`src/hdl/bgd_pkg.sv`:
```
`default_nettype none
package bgd_pkg;

  localparam int TimeW  = 32;
  localparam int CfgW   = 16;
  localparam int LaneN  = 3;
  localparam int EventW = 4;
  localparam int PhaseW = 3;

  typedef logic [EventW-1:0] event_t;
  typedef logic [TimeW-1:0]  stamp_t;
  typedef logic [CfgW-1:0]   cfg_word_t;

  // configuration register indexes
  localparam logic CfgIdxLongPress = 1'b0;
  localparam logic CfgIdxDoubleGap = 1'b1;

  localparam cfg_word_t LongPressRst = 16'd2000;
  localparam cfg_word_t DoubleGapRst = 16'd350;

  localparam event_t EvNone         = 4'd0;
  localparam event_t EvModeToggle   = 4'd1;
  localparam event_t EvSleep        = 4'd2;
  localparam event_t EvPlayPause    = 4'd3;
  localparam event_t EvNext         = 4'd4;
  localparam event_t EvPickerOpen   = 4'd5;
  localparam event_t EvPickerSelect = 4'd6;
  localparam event_t EvVolumeUp     = 4'd7;
  localparam event_t EvSystemInfo   = 4'd8;

  // per-button personality
  typedef struct packed {
    event_t ev_short;
    event_t ev_long;
    event_t ev_double;
    logic   has_double;
  } lane_const_t;

  localparam lane_const_t LaneLeft  = '{EvModeToggle, EvSleep, EvPlayPause, 1'b1};
  localparam lane_const_t LaneMid   = '{EvNext, EvPickerOpen, EvPickerSelect, 1'b1};
  localparam lane_const_t LaneRight = '{EvVolumeUp, EvSystemInfo, EvNone, 1'b0};

endpackage
`default_nettype wire

```
`src/hdl/bgd_if.sv`:
```
`default_nettype none
interface bgd_in_if;
  logic                valid;
  logic                ready;
  logic                left_low;
  logic                mid_low;
  logic                right_low;
  bgd_pkg::stamp_t     now_ms;

  modport source (output valid, left_low, mid_low, right_low, now_ms, input ready);
  modport sink   (input valid, left_low, mid_low, right_low, now_ms, output ready);
endinterface

interface bgd_out_if;
  logic                valid;
  logic                ready;
  bgd_pkg::event_t     gesture_event;

  modport source (output valid, gesture_event, input ready);
  modport sink   (input valid, gesture_event, output ready);
endinterface
`default_nettype wire

```
`src/hdl/bgd_lane.sv`:
```
`default_nettype none
module bgd_lane (
  input  wire logic                 clk,
  input  wire logic                 rst_n,
  input  wire bgd_pkg::lane_const_t lane_const,
  input  wire logic                 level,
  input  wire logic                 suppress,
  input  wire bgd_pkg::stamp_t      now_ms,
  input  wire bgd_pkg::cfg_word_t   long_press_ms,
  input  wire bgd_pkg::cfg_word_t   double_gap_ms,
  input  wire logic                 step_en,
  output bgd_pkg::event_t           lane_ev
);

  localparam logic [bgd_pkg::PhaseW-1:0] PhIdle   = 3'd0;
  localparam logic [bgd_pkg::PhaseW-1:0] PhDown   = 3'd1;
  localparam logic [bgd_pkg::PhaseW-1:0] PhUpWait = 3'd2;
  localparam logic [bgd_pkg::PhaseW-1:0] PhLong   = 3'd3;
  localparam logic [bgd_pkg::PhaseW-1:0] PhCombo  = 3'd4;

  logic [bgd_pkg::PhaseW-1:0] phase_r, phase_nxt;
  bgd_pkg::stamp_t            press_r, press_nxt;
  bgd_pkg::stamp_t            release_r, release_nxt;
  bgd_pkg::stamp_t            held, gap;
  logic                       long_hit, gap_ok;

  // wrapping differences
  assign held     = now_ms - press_r;
  assign gap      = now_ms - release_r;
  assign long_hit = held >= bgd_pkg::stamp_t'(long_press_ms);
  assign gap_ok   = gap <= bgd_pkg::stamp_t'(double_gap_ms);

  always_comb begin
    phase_nxt   = phase_r;
    press_nxt   = press_r;
    release_nxt = release_r;
    lane_ev     = bgd_pkg::EvNone;
    unique case (phase_r)
      PhDown: begin
        if (suppress) begin
          phase_nxt = PhCombo;
        end else if (!level) begin
          release_nxt = now_ms;
          if (lane_const.has_double) begin
            phase_nxt = PhUpWait;
          end else begin
            phase_nxt = PhIdle;
            lane_ev   = lane_const.ev_short;
          end
        end else if (long_hit) begin
          phase_nxt = PhLong;
          lane_ev   = lane_const.ev_long;
        end
      end
      PhUpWait: begin
        if (level) begin
          if (gap_ok) begin
            phase_nxt = PhLong;
            lane_ev   = lane_const.ev_double;
          end else begin
            phase_nxt = PhDown;
            press_nxt = now_ms;
          end
        end else if (!gap_ok) begin
          phase_nxt = PhIdle;
          lane_ev   = lane_const.ev_short;
        end
      end
      PhLong: begin
        if (!level) phase_nxt = PhIdle;
      end
      PhCombo: begin
        if (!level && !suppress) phase_nxt = PhIdle;
      end
      default: begin
        // idle and unused codes
        phase_nxt = PhIdle;
        if (level) begin
          phase_nxt = PhDown;
          press_nxt = now_ms;
        end
      end
    endcase
  end

  always_ff @(posedge clk) begin
    if (!rst_n) begin
      phase_r   <= PhIdle;
      press_r   <= '0;
      release_r <= '0;
    end else if (step_en) begin
      phase_r   <= phase_nxt;
      press_r   <= press_nxt;
      release_r <= release_nxt;
    end
  end

`ifndef NO_ASSERTIONS
  a_hold_when_skipped: assert property (@(posedge clk) disable iff (!rst_n)
    !step_en |=> $stable(phase_r) && $stable(press_r) && $stable(release_r))
    else $error("lane state moved without a step");

  a_event_source: assert property (@(posedge clk) disable iff (!rst_n)
    lane_ev != bgd_pkg::EvNone |-> phase_r == PhDown || phase_r == PhUpWait)
    else $error("event from a phase that cannot fire");

  a_combo_entry: assert property (@(posedge clk) disable iff (!rst_n)
    step_en && phase_r == PhDown && suppress |=> phase_r == PhCombo)
    else $error("suppressed press did not enter combo");
`endif

endmodule
`default_nettype wire

```
`src/hdl/bgd_merge.sv`:
```
`default_nettype none
module bgd_merge (
  input  wire logic                                   clk,
  input  wire logic                                   rst_n,
  input  wire logic                                   in_valid,
  output logic                                        in_take,
  input  wire bgd_pkg::event_t [bgd_pkg::LaneN-1:0]   lane_ev,
  output logic [bgd_pkg::LaneN-1:0]                   lane_en,
  output logic                                        out_valid,
  input  wire logic                                   out_ready,
  output bgd_pkg::event_t                             gesture_event
);

  logic            accept;
  logic            valid_r;
  bgd_pkg::event_t event_r, event_nxt;

  assign in_take = !valid_r || out_ready;
  assign accept  = in_valid && in_take;

  // first lane with an event wins, later lanes hold
  always_comb begin
    lane_en   = '0;
    event_nxt = bgd_pkg::EvNone;
    for (int k = 0; k < bgd_pkg::LaneN; k++) begin
      if (event_nxt == bgd_pkg::EvNone) begin
        lane_en[k] = accept;
        event_nxt  = lane_ev[k];
      end
    end
  end

  always_ff @(posedge clk) begin
    if (!rst_n) begin
      valid_r <= 1'b0;
    end else if (accept) begin
      valid_r <= 1'b1;
    end else if (out_ready) begin
      valid_r <= 1'b0;
    end
  end

  always_ff @(posedge clk) begin
    if (accept) event_r <= event_nxt;
  end

  assign out_valid     = valid_r;
  assign gesture_event = event_r;

`ifndef NO_ASSERTIONS
  a_accept_fills: assert property (@(posedge clk) disable iff (!rst_n)
    accept |=> valid_r)
    else $error("accepted transaction produced no result");

  a_left_wins: assert property (@(posedge clk) disable iff (!rst_n)
    accept && lane_ev[0] != bgd_pkg::EvNone |=> event_r == $past(lane_ev[0]))
    else $error("left event lost");

  a_later_gated: assert property (@(posedge clk) disable iff (!rst_n)
    lane_en[2] |-> lane_ev[0] == bgd_pkg::EvNone && lane_ev[1] == bgd_pkg::EvNone)
    else $error("right lane stepped after an earlier event");
`endif

endmodule
`default_nettype wire

```
`src/hdl/button_gesture_detector_top.sv`:
```
`default_nettype none
// channel   dir  handshake        payload
// in_ch     in   valid/ready      left_low, mid_low, right_low, now_ms[31:0]
// out_ch    out  valid/ready      gesture_event[3:0]
// cfg_*     in   cfg_we only      cfg_idx (0 long press, 1 double gap), cfg_wdata[15:0]
//
// one poll per clock while in_ch.ready is high; the result appears in the cycle after acceptance
// the result is held in the single output register behind the lane merge
// in_ch.ready is low only while a result waits and out_ch.ready is low
// synchronous active-low reset: buttons idle, timestamps zero, 2000/350 ms
module button_gesture_detector_top (
  input  wire logic               clk,
  input  wire logic               rst_n,
  bgd_in_if.sink                  in_ch,
  bgd_out_if.source               out_ch,
  input  wire logic               cfg_we,
  input  wire logic               cfg_idx,
  input  wire bgd_pkg::cfg_word_t cfg_wdata
);

  bgd_pkg::cfg_word_t                       long_press_r;
  bgd_pkg::cfg_word_t                       double_gap_r;
  bgd_pkg::event_t [bgd_pkg::LaneN-1:0]     lane_ev;
  logic [bgd_pkg::LaneN-1:0]                lane_en;
  logic                                     in_take;

  always_ff @(posedge clk) begin
    if (!rst_n) begin
      long_press_r <= bgd_pkg::LongPressRst;
      double_gap_r <= bgd_pkg::DoubleGapRst;
    end else if (cfg_we) begin
      unique case (cfg_idx)
        bgd_pkg::CfgIdxLongPress: long_press_r <= cfg_wdata;
        bgd_pkg::CfgIdxDoubleGap: double_gap_r <= cfg_wdata;
        default: ;
      endcase
    end
  end

  assign in_ch.ready = in_take;

  // left is suppressed by right and right by left
  bgd_lane u_lane_left (
    .clk           (clk),
    .rst_n         (rst_n),
    .lane_const    (bgd_pkg::LaneLeft),
    .level         (in_ch.left_low),
    .suppress      (in_ch.right_low),
    .now_ms        (in_ch.now_ms),
    .long_press_ms (long_press_r),
    .double_gap_ms (double_gap_r),
    .step_en       (lane_en[0]),
    .lane_ev       (lane_ev[0])
  );

  bgd_lane u_lane_mid (
    .clk           (clk),
    .rst_n         (rst_n),
    .lane_const    (bgd_pkg::LaneMid),
    .level         (in_ch.mid_low),
    .suppress      (1'b0),
    .now_ms        (in_ch.now_ms),
    .long_press_ms (long_press_r),
    .double_gap_ms (double_gap_r),
    .step_en       (lane_en[1]),
    .lane_ev       (lane_ev[1])
  );

  bgd_lane u_lane_right (
    .clk           (clk),
    .rst_n         (rst_n),
    .lane_const    (bgd_pkg::LaneRight),
    .level         (in_ch.right_low),
    .suppress      (in_ch.left_low),
    .now_ms        (in_ch.now_ms),
    .long_press_ms (long_press_r),
    .double_gap_ms (double_gap_r),
    .step_en       (lane_en[2]),
    .lane_ev       (lane_ev[2])
  );

  bgd_merge u_merge (
    .clk           (clk),
    .rst_n         (rst_n),
    .in_valid      (in_ch.valid),
    .in_take       (in_take),
    .lane_ev       (lane_ev),
    .lane_en       (lane_en),
    .out_valid     (out_ch.valid),
    .out_ready     (out_ch.ready),
    .gesture_event (out_ch.gesture_event)
  );

endmodule
`default_nettype wire

```
`src/flat_wrapper.sv`:
```
// flat-port wrapper written by rule: the top's interface ports become plain ports
module button_gesture_detector_top_flat 
  (clk, rst_n, cfg_we, cfg_idx, cfg_wdata, in_ch_valid, in_ch_left_low, in_ch_mid_low, in_ch_right_low, in_ch_now_ms, in_ch_ready, out_ch_valid, out_ch_gesture_event, out_ch_ready);
  bgd_in_if in_ch_i ();
  bgd_out_if out_ch_i ();
  input  wire logic clk;
  input  wire logic rst_n;
  input  wire logic cfg_we;
  input  wire logic cfg_idx;
  input  wire bgd_pkg::cfg_word_t cfg_wdata;
  input wire logic [$bits(in_ch_i.valid)-1:0] in_ch_valid;
  input wire logic [$bits(in_ch_i.left_low)-1:0] in_ch_left_low;
  input wire logic [$bits(in_ch_i.mid_low)-1:0] in_ch_mid_low;
  input wire logic [$bits(in_ch_i.right_low)-1:0] in_ch_right_low;
  input wire logic [$bits(in_ch_i.now_ms)-1:0] in_ch_now_ms;
  output wire logic [$bits(in_ch_i.ready)-1:0] in_ch_ready;
  output wire logic [$bits(out_ch_i.valid)-1:0] out_ch_valid;
  output wire logic [$bits(out_ch_i.gesture_event)-1:0] out_ch_gesture_event;
  input wire logic [$bits(out_ch_i.ready)-1:0] out_ch_ready;
  assign in_ch_i.valid = in_ch_valid;
  assign in_ch_i.left_low = in_ch_left_low;
  assign in_ch_i.mid_low = in_ch_mid_low;
  assign in_ch_i.right_low = in_ch_right_low;
  assign in_ch_i.now_ms = in_ch_now_ms;
  assign in_ch_ready = in_ch_i.ready;
  assign out_ch_valid = out_ch_i.valid;
  assign out_ch_gesture_event = out_ch_i.gesture_event;
  assign out_ch_i.ready = out_ch_ready;
  button_gesture_detector_top u_core (.clk(clk), .rst_n(rst_n), .in_ch(in_ch_i), .out_ch(out_ch_i), .cfg_we(cfg_we), .cfg_idx(cfg_idx), .cfg_wdata(cfg_wdata));
endmodule
```
`config.mk`:
```
export PLATFORM = sky130hd
export DESIGN_NAME = button_gesture_detector_top_flat
export DESIGN_NICKNAME = d
export VERILOG_FILES = /design/src/hdl/bgd_pkg.sv /design/src/hdl/bgd_if.sv /design/src/hdl/bgd_lane.sv /design/src/hdl/bgd_merge.sv /design/src/hdl/button_gesture_detector_top.sv /design/src/flat_wrapper.sv
export SDC_FILE = /design/constraint.sdc
export NUM_CORES = 1
export LEC_CHECK = 0
export BUFFER_PORTS_ARGS = -buffer_cell sky130_fd_sc_hd__buf_4
export CORE_UTILIZATION = 30
export CTS_CLUSTER_DIAMETER = 100
export DETAILED_ROUTE_END_ITERATION = 12
export PLACE_DENSITY = 0.45
export SYNTH_ARGS = -nofsm -noshare
export SYNTH_HDL_FRONTEND = slang
export SYNTH_HIERARCHICAL = 1
export SYNTH_SLANG_ARGS = --single-unit
```
`constraint.sdc`:
```
create_clock -name clk -period 8.2 [get_ports clk]
set_input_delay 1.64 -clock clk [delete_from_list [all_inputs] [get_ports clk]]
set_output_delay 1.64 -clock clk [all_outputs]
set_load 0.005 [all_outputs]
```
[Word level (Yosys, flattened, before mapping)]
Cells that the tools add are included.
Storage, ports and cells
  bits of input ports: 57
  output and inout port bits: 6
  register bits after elaboration: 238
Operators by class
  reduce and logical (&&, ||, !) cells: 24
  equality and inequality tests: 26
  mux-type cells: 64
  bitwise operators: 7
  $add $sub $neg: 6
  magnitude comparators: 6
Operators with widths (number)
  $mux W32: 9
  $pmux W32 S2: 3
  $sub A32 B32 Y32: 6
  $ge A32 B16 Y1: 3
  $le A32 B16 Y1: 3
  $mux W3: 24
  $mux W4: 7
  $pmux W3 S4: 2
  $pmux W4 S2: 3
  $reduce_and A4 Y1: 6
  $eq A3 B2 Y1 const B: 6
  $mux W2: 7
  $ne A2 B2 Y1 const B: 7
  $ne A3 B3 Y1 const B: 4
  $reduce_and A5 Y1: 2
  $eq A3 B1 Y1 const B: 3
  $eq A3 B3 Y1 const B: 3
  $pmux W3 S3: 1
  $reduce_or A3 Y1: 3
  $logic_not A4 Y1: 2
  $mux W1: 8
  $ne A4 B4 Y1 const B: 2
  $not A1 Y1: 7
  $reduce_and A2 Y1: 2
  other kinds (7): 10

[Longest topological paths before layout]
Gate-level depths: netlist of run 1.
  depth after elaboration: 11
  gate-level depth with buffers: 30

[Modules after synthesis]
Netlist of run 1, hierarchy kept.
By module, submodules not included
  bgd_lane at u_core.u_lane_left: cells each 1063, area each 7887.6 um^2, instances 1
  bgd_lane at u_core.u_lane_right: cells each 1068, area each 7790.0 um^2, instances 1
  bgd_lane at u_core.u_lane_mid: cells each 999, area each 7524.7 um^2, instances 1
  button_gesture_detector_top: cells each 137, area each 1273.7 um^2, instances 1
  bgd_merge: cells each 31, area each 332.8 um^2, instances 1

[Worst setup path after synthesis of run 1]
Ideal clock, no wire load.
  path kind: input-to-reg
  start point: input port in_ch_now_ms[0]
  end point: register u_core.u_lane_mid.press_r[1]
  stages: 30
  setup slack: 0.626 ns
  path buffers: 3
  arrival: 7.459 ns
  data required time: 8.085 ns
  path through: inv_1 ha_1 fa_1 nand2b_1 a21oi_1 o21ai_1 nor2b_1 o21ai_0 a31oi_1 xnor2_1 ha_1 a21oi_1 nand2_1 a211oi_1 a21oi_1 or4_1 a2111o_1 nor3b_1 o21ai_0 nand2_1 o211ai_1 or4_4 buf_6 nor3b_1 nand4_1 a21o_1 buf_6 buf_12 mux2i_1 and2_1
RTL lines
  start, declared: line flat_wrapper.sv:15  | input wire logic [$bits(in_ch_i.now_ms)-1:0] in_ch_now_ms;
  end signal, assigned: line bgd_lane.sv:93  | press_r <= press_nxt;
  end, declared: line bgd_lane.sv:22  | bgd_pkg::stamp_t press_r, press_nxt;

==> impl_results.md, run 1 <==
* Max layer used: met4
* Avg Inst Size Synth at between 7 and 8 sq um
* Pwr dens at between 150 and 200 nW/um^2
* R2R Path End: u_core/u_lane_mid/press_r[1]
* CP Class: input port to flop
* Wire per inst at approximately 18 um
* Max stage delay on crit path at between 0.5 and 0.6 ns
* Post-synthesis sequential area ratio at 0.1937
* Vias per cell at just over 5
* Fin Setup TNS at 0 ns
* Share of the synthesized area in the top cell type at 0.1888
* Final HPWL DP at approximately 63000 um
* Largest net degree at the start of global routing at 92
* Vias in the first global route at roughly 23000
* Max-slew violations at 0
* Drt pass-1 iters at 6
* RSZ-0062 raised after global routing: no
* Final wirelength at 81240 um
* Die area at roughly 84000 sq um
* Placed insts at 4381
* Simple-gate share of the synthesized area at 0.2273
* H-tree level count at 2
* Initial Util at 0.3026
* Bufs on Longest Clock Path at 3
* Pint at 2.720 mW
* Layout net count at between 3000 and 4000
* Ant. Diodes at 0
* Seq pwr share at 0.295
* Synth Area in XOR/XNOR at 0.04620
* Final RePlAce weighted congestion at between 0.8 and 0.9
* Leak pwr at roughly 11 nW
* Clock Power Share at 0.379
* Max Cap Viol at 0
* Area contributors post-synth: dfxtp_1, ha_1, nand2_1
* Slew HR at 0.4419
* Net Sw Power at ~1.5 mW
* CTS Root Cell: clkbuf_16
* FF-to-FF Start: u_core/u_lane_left/press_r[0]
* Routed Antenna Nets at 0
* Num CTS Buffers at 37
* Max Fclk at about 0.13 GHz
* Grt total ovfl at 0
* R2R setup slack at ~1.5 ns
* Worst EP arrival at roughly 8 ns
* Cell at the slowest stage of the critical path: or4_4
* Top Ports at 63
* Iteration-0 DRC Markers at about 1300
* Critical Path Sink: u_core/u_lane_mid/press_r[1]
* Crit. End Element: flop
* Post-synth EDFFs at 4
* Wl on met1 at 38140 um
* Required @ worst endpoint at about 8.7 ns
* Layout Area Growth over Synthesis at 11.38%
* Highest net fanout along the worst path at 32
* Synth Instances at about 3300
* Worst Max-Slew Pin Slew at roughly 0.83 ns
* Final Hold Fails at 0
* Flops & latches, synth at roughly 240
* Share of layout cells above drive strength 1 at 0.09091
* Reg2Reg Depth at 30
* Met3 WL at 2563 um
* Initial antenna violation count at 0
* Status: finished, final reports clean
* First-pass GRT wire length at ~130000 um
* Pre-CTS setup slack at -0.09753 ns
* Most used cell, CP: buf_4
* Most common library cell in the layout ignoring fill and taps: nand2_1
* Post-CTS setup buffers at 0
* Clock slew seen by the registers of the worst setup and hold paths at 0.06 ns
* Largest family of logic cells by synthesized area: compound AO/OA/AOI/OAI gates
* Synth warn at 6
* Row count at roughly 110
* Routed via count at about 23000
* Post-synth cell types at between 100 and 150
* Start point of the critical path: in_ch_now_ms[1]
* Post-Synth Adder-Cell Area at 0.1471
* Width of the die at a little under 300 um
* Met2 wire length at ~38000 um
* Fin Hold WS at 0.4556 ns
* CP startpoint kind: input port
* Die Y at around 290 um
* Switching share of power at 0.3553
* Async SR Flop Fraction at 0
* Synthesized area at roughly 25000 sq um
* Final setup viols at 0
* Cell Count, Final, Fillers Out at approximately 4400
* Peak supply drop at ~160 uV
* Slack of the critical path at between 0.4 and 0.5 ns
* Setup Skew at 0.02824 ns
* Post-cts sizing count at 0
* Complex-gate fraction of the synthesized area at 0.2588
* CTS tree: built
* Worst hold path type: flop to flop
* Main flop type after synthesis: dfxtp_1
* Total GRT Usage at 0.1931
* Minimum clock period at approximately 7.7 ns
* Core Footprint at around 82000 sq um
* Tcrit/Tclk final at 0.9411
* DR DRC count at 0
* Cell taking the most area after synthesis: dfxtp_1
* Clk sinks at 238
* Commonest cells after routing, fill and taps aside: nand2_1, inv_1, ha_1
* Multiplexer share of the synthesized area at 0.03974
* Clock latency on the worst-skew pair at between 0.5 and 0.6 ns
* CTS hold repair buffers at 0
* Comb pwr share at 0.326
* Input/output buffers at 62
[metal layers]
layer  GRT usage  vias to the layer above
li1            -                    11820
met1      0.2536                    10690
met2      0.3348                      394
met3     0.01790                      100
met4     0.05380                        0
met5           0                        -
[cells by family after synthesis]
family          count (synthesis)
buf+inv                       494
other cells                     2
fa+ha+maj                     288
xor+xnor                      130
mux                            98
simple gates                 1111
flops                         238
compound gates                937
[worst max-delay path: cells and delay by family]
family	cells	cell delay, ns
adders and majority gates	2	0.56
buffers and inverters	6	1.01
muxes	1	0.16
xor gates and xnor gates	1	0.23
AOI/OAI and AO/OA	11	2.28
and+or+nand+nor	9	2.23
[cell usage after synthesis (68+ instances only)]
cell type / instances
nand2_1: 458
nor2b_1: 88
a21oi_1: 226
ha_1: 282
nor2_1: 146
dfxtp_1: 234
o21ai_0: 134
mux2i_1: 94
clkbuf_1: 84
xnor2_1: 82
inv_1: 346
nand4_1: 82
a21boi_0: 113
nand3_1: 68
[per-stage QoR]
stage	power [mW]	area (sq um)	util
2_1_floorplan	2.253	24970	-
4_1_cts	4.281	27630	0.3371
5_1_grt	4.490	27630	0.3371
3_5_place_dp	2.636	26440	0.3225
3_3_place_gp	2.643	26440	0.3225
6_report	4.218	27630	0.3371
[state kept, by name, indices dropped and copies added (netlist names)]
name                           cells
u_core/double_gap_r               16
u_core/long_press_r               16
u_core/u_lane_left/phase_r         3
u_core/u_lane_left/press_r        32
u_core/u_lane_left/release_r      32
u_core/u_lane_mid/phase_r          3
u_core/u_lane_mid/press_r         32
u_core/u_lane_mid/release_r       32
u_core/u_lane_right/phase_r        3
u_core/u_lane_right/press_r       32
u_core/u_lane_right/release_r     32
u_core/u_merge/gesture_event       4
u_core/u_merge/out_valid           1
[cell type report]
| cell class | count | area (sq um) |
|---|---|---|
| clock buffers | 50 | 1057 |
| clock inverters | 16 | 138.9 |
| fillers | 8843 | 54350 |
| inverters | 346 | 1299 |
| multi-input cells | 2610 | 18020 |
| flip-flops and latches | 238 | 4805 |
| well taps | 1070 | 1339 |
| repair buffers | 117 | 973.4 |
[worst min path at each step]
stage | slack [ns] | endpoint | startpoint | cells past startpoint
finish | 0.46 | u_core/u_lane_left/press_r[22] | u_core/u_lane_left/press_r[22] | 2
global route | 0.47 | u_core/u_lane_left/press_r[15] | u_core/u_lane_left/press_r[15] | 2
CTS | 0.46 | u_core/u_lane_left/press_r[28] | u_core/u_lane_left/press_r[28] | 2
detailed placement | 0.45 | u_core/u_lane_left/press_r[20] | u_core/u_lane_left/press_r[20] | 2
global placement | 0.45 | u_core/u_lane_left/press_r[7] | u_core/u_lane_left/press_r[7] | 2
floorplan | 0.44 | u_core/u_lane_left/press_r[10] | u_core/u_lane_left/press_r[10] | 2
[power groups by stage]
stage	Sequential (mW)	Clock (mW)	Combinational [mW]
3_5_place_dp	1.27	0	1.37
5_1_grt	1.25	1.70	1.54
6_report	1.24	1.60	1.38
3_3_place_gp	1.27	0	1.37
2_1_floorplan	1.25	0	1.00
4_1_cts	1.24	1.66	1.37
Note: power is estimated with default switching activity, not from simulation.
==> inputs of run 2 (changes only) <==
- CORE_UTILIZATION: 30 -> 60
- PLACE_DENSITY: 0.45 -> 0.78
- SYNTH_HIERARCHICAL: 1 -> unset
==> run 2 against run 1 <==
  * First-iteration DRC count grew 31%
  * Area after synthesis shrank 8.0%
  * The run now ends with DRC left
  * Global-route usage grew 13 points
  * Non-clock buffer count shrank 33
  * Sequential cell count shrank 1
  * Combinational power shrank 9%
  * Fmax grew 0.57%
  * Design area shrank 11%
  * Clock-buffer cell count shrank 20
  * Die area shrank 54%
  * Cell count shrank 21%
==> impl_results.md, run 2 <==
* Status: finished with violations
* Failing checks: DRC
* Worst EP arrival at 8.16 ns (about the same)
* Crit. End Element: flop
* CTS tree: built
* Post-synth EDFFs at 4 (unchanged)
* Most numerous cell in the Yosys netlist: nand2_1
* Total GRT Usage at 0.3210 (+0.1279)
* Pwr dens at 148.9 nW/um^2 (-2.5%)
* Initial antenna violation count at 1 (+1)
* Post-synthesis sequential area ratio at 0.2096 (+0.01593)
* Row count at 71 (-32%)
* Tcrit/Tclk final at 0.9357 (-0.005375)
* Bufs on Longest Clock Path at 3 (unchanged)
* Clock latency on the worst-skew pair at 0.57 ns (about the same)
* Vias in the first global route at 20660 (-8.5%)
* Die Y at 197.1 um (-32%)
* Complex-gate fraction of the synthesized area at 0.2350 (-0.02380)
* Share of layout cells above drive strength 1 at 0.05502 (-0.03589)
* Drt pass-1 iters at 10 (+4)
* Largest net degree at the start of global routing at 156 (+70%)
* Fin Setup TNS at 0 ns (unchanged)
* Max Fclk at 0.1303 GHz (+0.57%)
* Post-synth top cells: nand2_1, ha_1, inv_1
* Final wirelength at 63720 um (-22%)
* Die area at 38830 sq um (-54%)
* Initial Util at 0.6075 (+0.3049)
* Avg Inst Size Synth at 7.663 sq um (+1.9%)
* Final RePlAce weighted congestion at 0.9975 (+14%)
* Width of the die at 197.1 um (-32%)
* Clk sinks at 237 (-0.42%)
* Synth Area in XOR/XNOR at 0.04182 (-0.004378)
* DR DRC count at 2 (+2)
* Final HPWL DP at 49820 um (-21%)
* Flops & latches, synth at 237 (-0.42%)
* Multiplexer share of the synthesized area at 0.07991 (+0.04017)
* Worst hold path type: flop to flop
* Async SR Flop Fraction at 0 (unchanged)
* Iteration-0 DRC Markers at 1658 (+31%)
* Share of the synthesized area in the top cell type at 0.2043 (+0.01551)
* Leak pwr at 9.855 nW (-9.7%)
* Worst Max-Slew Pin Slew at 1.218 ns (+0.3896 ns)
* Largest family of logic cells by synthesized area: compound AO/OA/AOI/OAI gates
* Cell taking the most area after synthesis: dfxtp_1
* Routed via count at 21870 (-4.9%)
* Syn Nets at approximately 3300
* Max Cap Viol at 0 (unchanged)
* CP Class: input port to flop
* CTS Root Cell: clkbuf_16
* Setup Skew at 0.03089 ns (+0.002651 ns)
* Area contributors post-synth: dfxtp_1, ha_1, mux2i_1
* Post-Synth Adder-Cell Area at 0.1642 (+0.01714)
* Layout net count at 3332 (-9.8%)
* Layout Area Growth over Synthesis at 7.651%
* Post-CTS setup buffers at 0 (unchanged)
* Most common library cell in the layout ignoring fill and taps: nand2_1
* Slew HR at 0.1875 (-0.2544)
* RSZ-0062 raised after global routing: no
* H-tree level count at 1 (-1)
* Highest net fanout along the worst path at 32 (unchanged)
* Core Footprint at 37580 sq um (-54%)
* Commonest cells after routing, fill and taps aside: nand2_1, ha_1, inv_1
* Max-slew violations at 0 (unchanged)
* First-pass GRT wire length at 101700 um (-20%)
* Final setup viols at 0 (unchanged)
* Top Ports at 63 (unchanged)
* CP startpoint kind: input port
* Grt total ovfl at 0 (unchanged)
* Synthesized area at 22830 sq um (-8.0%)
* Minimum clock period at 7.673 ns (-0.04407 ns)
* Post-DP Area at 23710 sq um (-10%)
* Input/output buffers at 62 (unchanged)
* Simple-gate share of the synthesized area at 0.2039 (-0.02331)
* Most used cell, CP: o21ai_0
* Max stage delay on crit path at 0.34 ns (-0.19 ns)
* Main flop type after synthesis: dfxtp_1
* Fin Hold WS at 0.4566 ns (+0.001015 ns)
* Final Hold Fails at 0 (unchanged)
* Required @ worst endpoint at 8.69 ns (+0.04 ns)
* Total power at 3.658 mW (-13%)
* Post-synth cell types at 83 (-28%)
* Post-layout util at 0.6540 (+0.3169)
* Synth warn at 0 (-6)
* Cell at the slowest stage of the critical path: o21ai_1
* Num CTS Buffers at 26 (-30%)
* Clock slew seen by the registers of the worst setup and hold paths at 0.07 ns (about the same)
* Routed Antenna Nets at 0 (unchanged)
* Wire per inst at 18.15 um (-0.66%)
* Vias per cell at 6.228 (+20%)
* Peak supply drop at 121.5 uV (-25%)
* Synth Instances at 2979 (-9.7%)
* Layout Cell Area excl Fill at 24570 sq um (-11%)
run 2: cell count changes after synthesis, sizes merged, moves of 21 or more:
cell and change:
nand3 -40, nand4 -31, inv -72, a21o +28
mux2i +86, buf -39, nand2 -47, a21oi -56
a21boi -50, a31oi -21, o21ai -48
run 2: kinds of logic (layout without fill, tap and decap cells):
logic type,after synthesis,after routing
buf+inv,387,407
flops,237,237
fa+ha+maj,296,296
compound gates,794,794
mux,182,182
other cells,0,1
xor+xnor,109,109
simple gates,974,974
run 2: final cells by class:
| cell class | instances | area (sq um) |
|---|---|---|
| sequential | 237 | 4785 |
| clock buffer | 30 | 685.7 |
| multi-input combinational | 2355 | 16570 |
| inverter | 275 | 1032 |
| timing repair buffer | 84 | 684.4 |
| antenna | 1 | 2.502 |
| clock inverter | 18 | 172.7 |
| fill | 3270 | 13000 |
| tap | 511 | 639.4 |
run 2: worst paths after layout:
| kind | from | endpoint | slack (ns) | cells after the start |
|---|---|---|---|---|
| hold / removal | u_core.u_lane_left.press_r[15] | u_core.u_lane_left.press_r[15] | 0.46 | 2 |
| setup reg to reg | u_core.u_lane_mid.release_r[1] | u_core.u_lane_right.press_r[7] | 1.36 | 34 |
| hold reg to reg | u_core.u_lane_left.press_r[15] | u_core.u_lane_left.press_r[15] | 0.46 | 2 |
| setup / recovery | in_ch_now_ms[1] | u_core.u_lane_right.press_r[7] | 0.53 | 34 |
run 2: critical path, delay by kind of cell:
| kind | cells | cell delay (ns) |
|---|---|---|
| AO/OA/AOI/OAI | 12 | 2.20 |
| XOR/XNOR | 1 | 0.14 |
| adder cells (fa/ha/maj) | 3 | 0.80 |
| buffers and inverters | 4 | 0.70 |
| multiplexers | 1 | 0.24 |
| AND/OR/NAND/NOR | 13 | 2.38 |
run 2: power breakdown:
part	internal (mW)	switching [mW]	leakage, nW	total (mW)
sequential	1.20	0.0252	1.93	1.22
clock	0.645	0.534	0.398	1.18
combinational	0.509	0.749	7.52	1.26
total	2.35	1.31	9.86	3.66
run 2: routing by layer:
| metal | share of wire | wire length [um] | GRT usage |
|---|---|---|---|
| met3 | 0.060 | 3822 | 0.03193 |
| met5 | 0 | 0 | 0 |
| met2 | 0.47 | 29680 | 0.5505 |
| met4 | 0.040 | 2568 | 0.1318 |
| met1 | 0.43 | 27650 | 0.4112 |
run 2: per-stage QoR:
| stage | setup WS, ns | std cells |
|---|---|---|
| after detailed placement | -0.1367 | 3462 |
| after floorplan | 0.8737 | 2979 |
| final | 0.5273 | 3511 |
| after CTS | 0.3988 | 3510 |
| after global placement | 0.02221 | 3462 |
| after global routing | 0.1274 | 3511 |
run 2: repair_timing:
action	CTS	global route
resized for setup	0	2
endpoints found under the setup margin	0	65
hold buffers	0	0
